**src/rtl/audio_flanger_interpolated_delay_unit_defines.svh**
```systemverilog
// Assertion macros shared by the flanger RTL.
`ifndef AUDIO_FLANGER_INTERPOLATED_DELAY_UNIT_DEFINES_SVH
`define AUDIO_FLANGER_INTERPOLATED_DELAY_UNIT_DEFINES_SVH

// Same-cycle implication, sampled on clk_i and disabled during reset.
`define AFID_ASSERT_IMP(lbl, ante, cons, msg) \
  lbl: assert property (@(posedge clk_i) disable iff (!rst_ni) (ante) |-> (cons)) \
    else $error(msg);

// Next-cycle implication, sampled on clk_i and disabled during reset.
`define AFID_ASSERT_NXT(lbl, ante, cons, msg) \
  lbl: assert property (@(posedge clk_i) disable iff (!rst_ni) (ante) |=> (cons)) \
    else $error(msg);

`endif

```
**src/rtl/afid_pkg.sv**
```systemverilog
package afid_pkg;

  localparam int unsigned STORE_DEPTH_DEF = 1024;
  localparam int unsigned TABLE_DEPTH_DEF = 256;

  localparam int unsigned CFG_IDX_W  = 2;
  localparam int unsigned CFG_DATA_W = 16;

  localparam logic [CFG_IDX_W-1:0] CFG_PERIOD = 2'd0;
  localparam logic [CFG_IDX_W-1:0] CFG_STEREO = 2'd1;
  localparam logic [CFG_IDX_W-1:0] CFG_BLOG2  = 2'd2;

  localparam logic OP_LOAD   = 1'b0;
  localparam logic OP_SAMPLE = 1'b1;

  localparam logic [15:0] PERIOD_RESET = 16'd1024;
  localparam logic        STEREO_RESET = 1'b0;
  localparam logic [3:0]  BLOG2_RESET  = 4'd10;

  typedef struct packed {
    logic wr_en;
    logic rd_en;
    logic mul_en;
  } afid_tab_ctrl_t;

  typedef struct packed {
    logic wr_en;
    logic rd_en;
  } afid_store_ctrl_t;

  typedef struct packed {
    logic mul_en;
    logic wet_en;
  } afid_lane_ctrl_t;

endpackage

```
**src/rtl/afid_lane.sv**
```systemverilog
module afid_lane (
  input  logic                      clk_i,
  input  afid_pkg::afid_lane_ctrl_t ctrl_i,
  input  logic signed [15:0]        s0_i,
  input  logic signed [15:0]        s1_i,
  input  logic [15:0]               frac_i,
  input  logic signed [15:0]        dry_i,
  output logic signed [15:0]        res_o
);
  import afid_pkg::*;

  logic [16:0]        w0;
  logic signed [33:0] prod0_d;
  logic signed [33:0] prod1_d;
  logic signed [33:0] prod0_q;
  logic signed [33:0] prod1_q;
  logic signed [33:0] sum;
  logic signed [33:0] sum_sh;
  logic signed [15:0] wet_q;
  logic signed [20:0] dry_x;
  logic signed [20:0] wet_x;
  logic signed [20:0] acc;
  logic signed [20:0] acc_sh;

  assign w0      = 17'h10000 - {1'b0, frac_i};
  assign prod0_d = s0_i * $signed({1'b0, w0});
  assign prod1_d = s1_i * $signed({1'b0, frac_i});

  assign sum    = prod0_q + prod1_q + 34'sd32768;
  assign sum_sh = sum >>> 16;

  always_ff @(posedge clk_i) begin
    if (ctrl_i.mul_en) begin
      prod0_q <= prod0_d;
      prod1_q <= prod1_d;
    end
    if (ctrl_i.wet_en) begin
      wet_q <= sum_sh[15:0];
    end
  end

  assign dry_x  = $signed({{5{dry_i[15]}}, dry_i});
  assign wet_x  = $signed({{5{wet_q[15]}}, wet_q});
  assign acc    = dry_x * 21'sd9 + wet_x * 21'sd7 + 21'sd8;
  assign acc_sh = acc >>> 4;
  assign res_o  = acc_sh[15:0];

endmodule

```
**config.mk**
```make
export PLATFORM = sky130hd
export DESIGN_NAME = afid_lane
export DESIGN_NICKNAME = d
export VERILOG_FILES = /design/src/rtl/audio_flanger_interpolated_delay_unit_defines.svh /design/src/rtl/afid_pkg.sv /design/src/rtl/afid_lane.sv
export SDC_FILE = /design/constraint.sdc
export NUM_CORES = 2
export LEC_CHECK = 0
export BUFFER_PORTS_ARGS = -buffer_cell sky130_fd_sc_hd__buf_4
export CAP_MARGIN = 20
export CORE_AREA = 2 2 214 216
export DETAILED_ROUTE_END_ITERATION = 6
export DIE_AREA = 0 0 216 218
export PLACE_DENSITY_LB_ADDON = 0.08
export SYNTH_ARGS = -nofsm -noshare
export SYNTH_HDL_FRONTEND = slang
export SYNTH_SLANG_ARGS = --single-unit
```
**constraint.sdc**
```tcl
create_clock -name clk_i -period 8.5 [get_ports clk_i]
set_clock_uncertainty 0.2 [all_clocks]
set_input_delay 1.275 -clock clk_i [delete_from_list [all_inputs] [get_ports clk_i]]
set_output_delay 1.275 -clock clk_i [all_outputs]
set_load 0.1 [all_outputs]
```
==> metrics.txt <==
TritonCTS Buffers=9; largest net degree at the start of global routing=65; die area=47090 sq um; GR Util met3=0.03738; Synth area leaders=fa_1 (37%), ha_1 (19%), edfxtp_1 (9.9%); number of buffers and inverters on the critical path=8; die height=218 um; Critical Path End Type=register; GR met2 Demand/Resource=0.4436; M1 GR Usage=0.3439; GPL Wtd Cong=0.8871; Worst setup SP type=input pin; via count=17630; CTS Buffer Depth=2; clock transition at the registers of the reported paths=0.07 ns; DP Wirelength=47530 um; CP delay by family, top=adder cells; sequential area share after synthesis=0.09864; Worst Path Required=8.40 ns; first drt pass iteration count=5; worst-margin pin slew=0.9165 ns; vias per cell=5.289; Iter 0 DRT Violations=855; Critical Path AT=8.15 ns; clk_lat worst skew=0.34 ns; H-tree depth=3; Die W=216 um; vias in the first global route=19260; GRT busiest layer=met2; fin util=0.5926; Yosys reg bits=80; Post-synth EDFFs=80; slew margin rel.=0.3890; syn nets=3496; max incr delay on CP=0.56 ns; CTS sink count=80; DRC errors left=0; layout cells sized above 1=0.08599; Main synth FF type=edfxtp_1; synthesized area per cell=9.292 sq um; RSZ-0062 raised after global routing=yes; reg2reg setup slack=4.86 ns; critical path class=in2reg; status=completed; Final setup viols=0; commonest non-fill, non-tap cell in the layout=inv_1; Synth top area share=0.3674; fmax=121.2 MHz; max_cap viols=0; CTS root buffer=clkbuf_16; Final ANT Viol Nets=0; Global Route Usage Sum=0.2580; first-pass GRT wire length=96230 um; Hold WC Path Type=reg2reg; # nets final=3603; Unique masters post-synth=56; core area=44890 sq um; Wirelength per Cell=17.15 um; Boundary Pins=83; Yosys warnings=0; crit path time final=8.253 ns; Hold Vio Cnt, Final=0; area leader, netlist=fa_1; starting density of the core=0.5425; initial antenna violation count=1; Site Rows=78; Worst path most repeated cell=fa_1; Post-synth ARST share=0; Mapped Area=24350 sq um; Layout area overhead=9.233%; CTS tree=yes; Max Slew Vio Count=0; Final period util=0.9709; most frequent cells in the layout=inv_1 (601), fa_1 (447), ha_1 (360); Critical-path top delay cell=or4_4; worst-path maximum fanout=8; final WL=57180 um; port bufs=82; grt ovf=0; Syn Inst Count=2621
area by class of cell:
class,instances,area [sq um]
flip-flops and latches,80,2402
diodes,1,2.502
inverters,602,2263
clock buffers,9,225.2
repair buffers,187,1420
clock inverters,7,78.83
multi-input cells,1848,19460
fillers,4025,18290
well taps,600,750.7
state kept, by name, summed over array words and instances, names as in the netlist:
name,count
prod0_q,32
wet_q,16
prod1_q,32
cell usage after synthesis, types with 4 or more instances:
cell / number
o21a_1: 12
and3_1: 16
nor4_1: 5
nand4_1: 9
xnor2_1: 71
o211ai_1: 5
nand2_1: 292
a211oi_1: 9
nor2_1: 59
a21oi_1: 81
or3_1: 7
nor3_1: 18
nand2b_1: 22
o21ai_0: 31
and2_1: 250
inv_1: 602
clkbuf_1: 86
o21ai_1: 4
fa_1: 447
or2_2: 5
nand3_1: 23
a31oi_1: 8
nor2b_1: 6
ha_1: 361
o21bai_1: 6
a21o_1: 32
xor2_1: 31
edfxtp_1: 80
tightest hold or removal path, stage by stage (launching register included):
cell and delay (ns):
edfxtp_1 0.33, ha_1 0.12, ha_1 0.15, nor3_1 0.06, nor2_1 0.08
repair_timing:
action                     in CTS  in global routing
buffers inserted                0                  2
setup endpoints to repair       0                  9
gates resized for setup         0                 25
hold buffers                    0                  0
path summary, 6_finish.rpt:
| check | from | end | depth (start not counted) |
|---|---|---|---|
| worst max register to register | prod0_q[17]$_DFFE_PP_ | wet_q[15]$_DFFE_PP_ | 11 |
| worst max-delay path | frac_i[9] | prod0_q[30]$_DFFE_PP_ | 27 |
| worst min-delay path | prod1_q[18]$_DFFE_PP_ | wet_q[2]$_DFFE_PP_ | 4 |
| worst min register to register | prod1_q[18]$_DFFE_PP_ | wet_q[2]$_DFFE_PP_ | 4 |
metrics by stage:
stage / TNS [ns] / hold slack (ns) / worst slack (ns) / instance area [sq um] / std cells
after floorplan: 0 / 0.5664 / 0.04699 / 24350 / 2621
after global placement: -0.2399 / 0.6376 / -0.1541 / 26160 / 3315
after detailed placement: -0.6532 / 0.6286 / -0.2001 / 26160 / 3315
after CTS: 0 / 0.6549 / 0.1377 / 26460 / 3331
after global routing: -0.05692 / 0.7193 / -0.05692 / 26600 / 3333
final: 0 / 0.6407 / 0.2472 / 26600 / 3334
cell families after synthesis:
kind of cell / count (synthesis) / synth area share
multiplexers: 1 / 0.0004624
adder cells (fa/ha/maj): 808 / 0.5529
XOR/XNOR: 102 / 0.03668
AND/OR/NAND/NOR: 724 / 0.1488
flip-flops: 80 / 0.09864
buffers and inverters: 693 / 0.1070
AO/OA/AOI/OAI: 213 / 0.05554
per-layer routing:
layer	vias to the layer above	share of wire
met5	-	0
met4	0	0.022
met3	75	0.057
met2	449	0.48
met1	8864	0.44
li1	8246	-
Power is left out: the tool's default activity adds up to more than one toggle a clock period on the data nets, which glitch-free logic cannot reach.
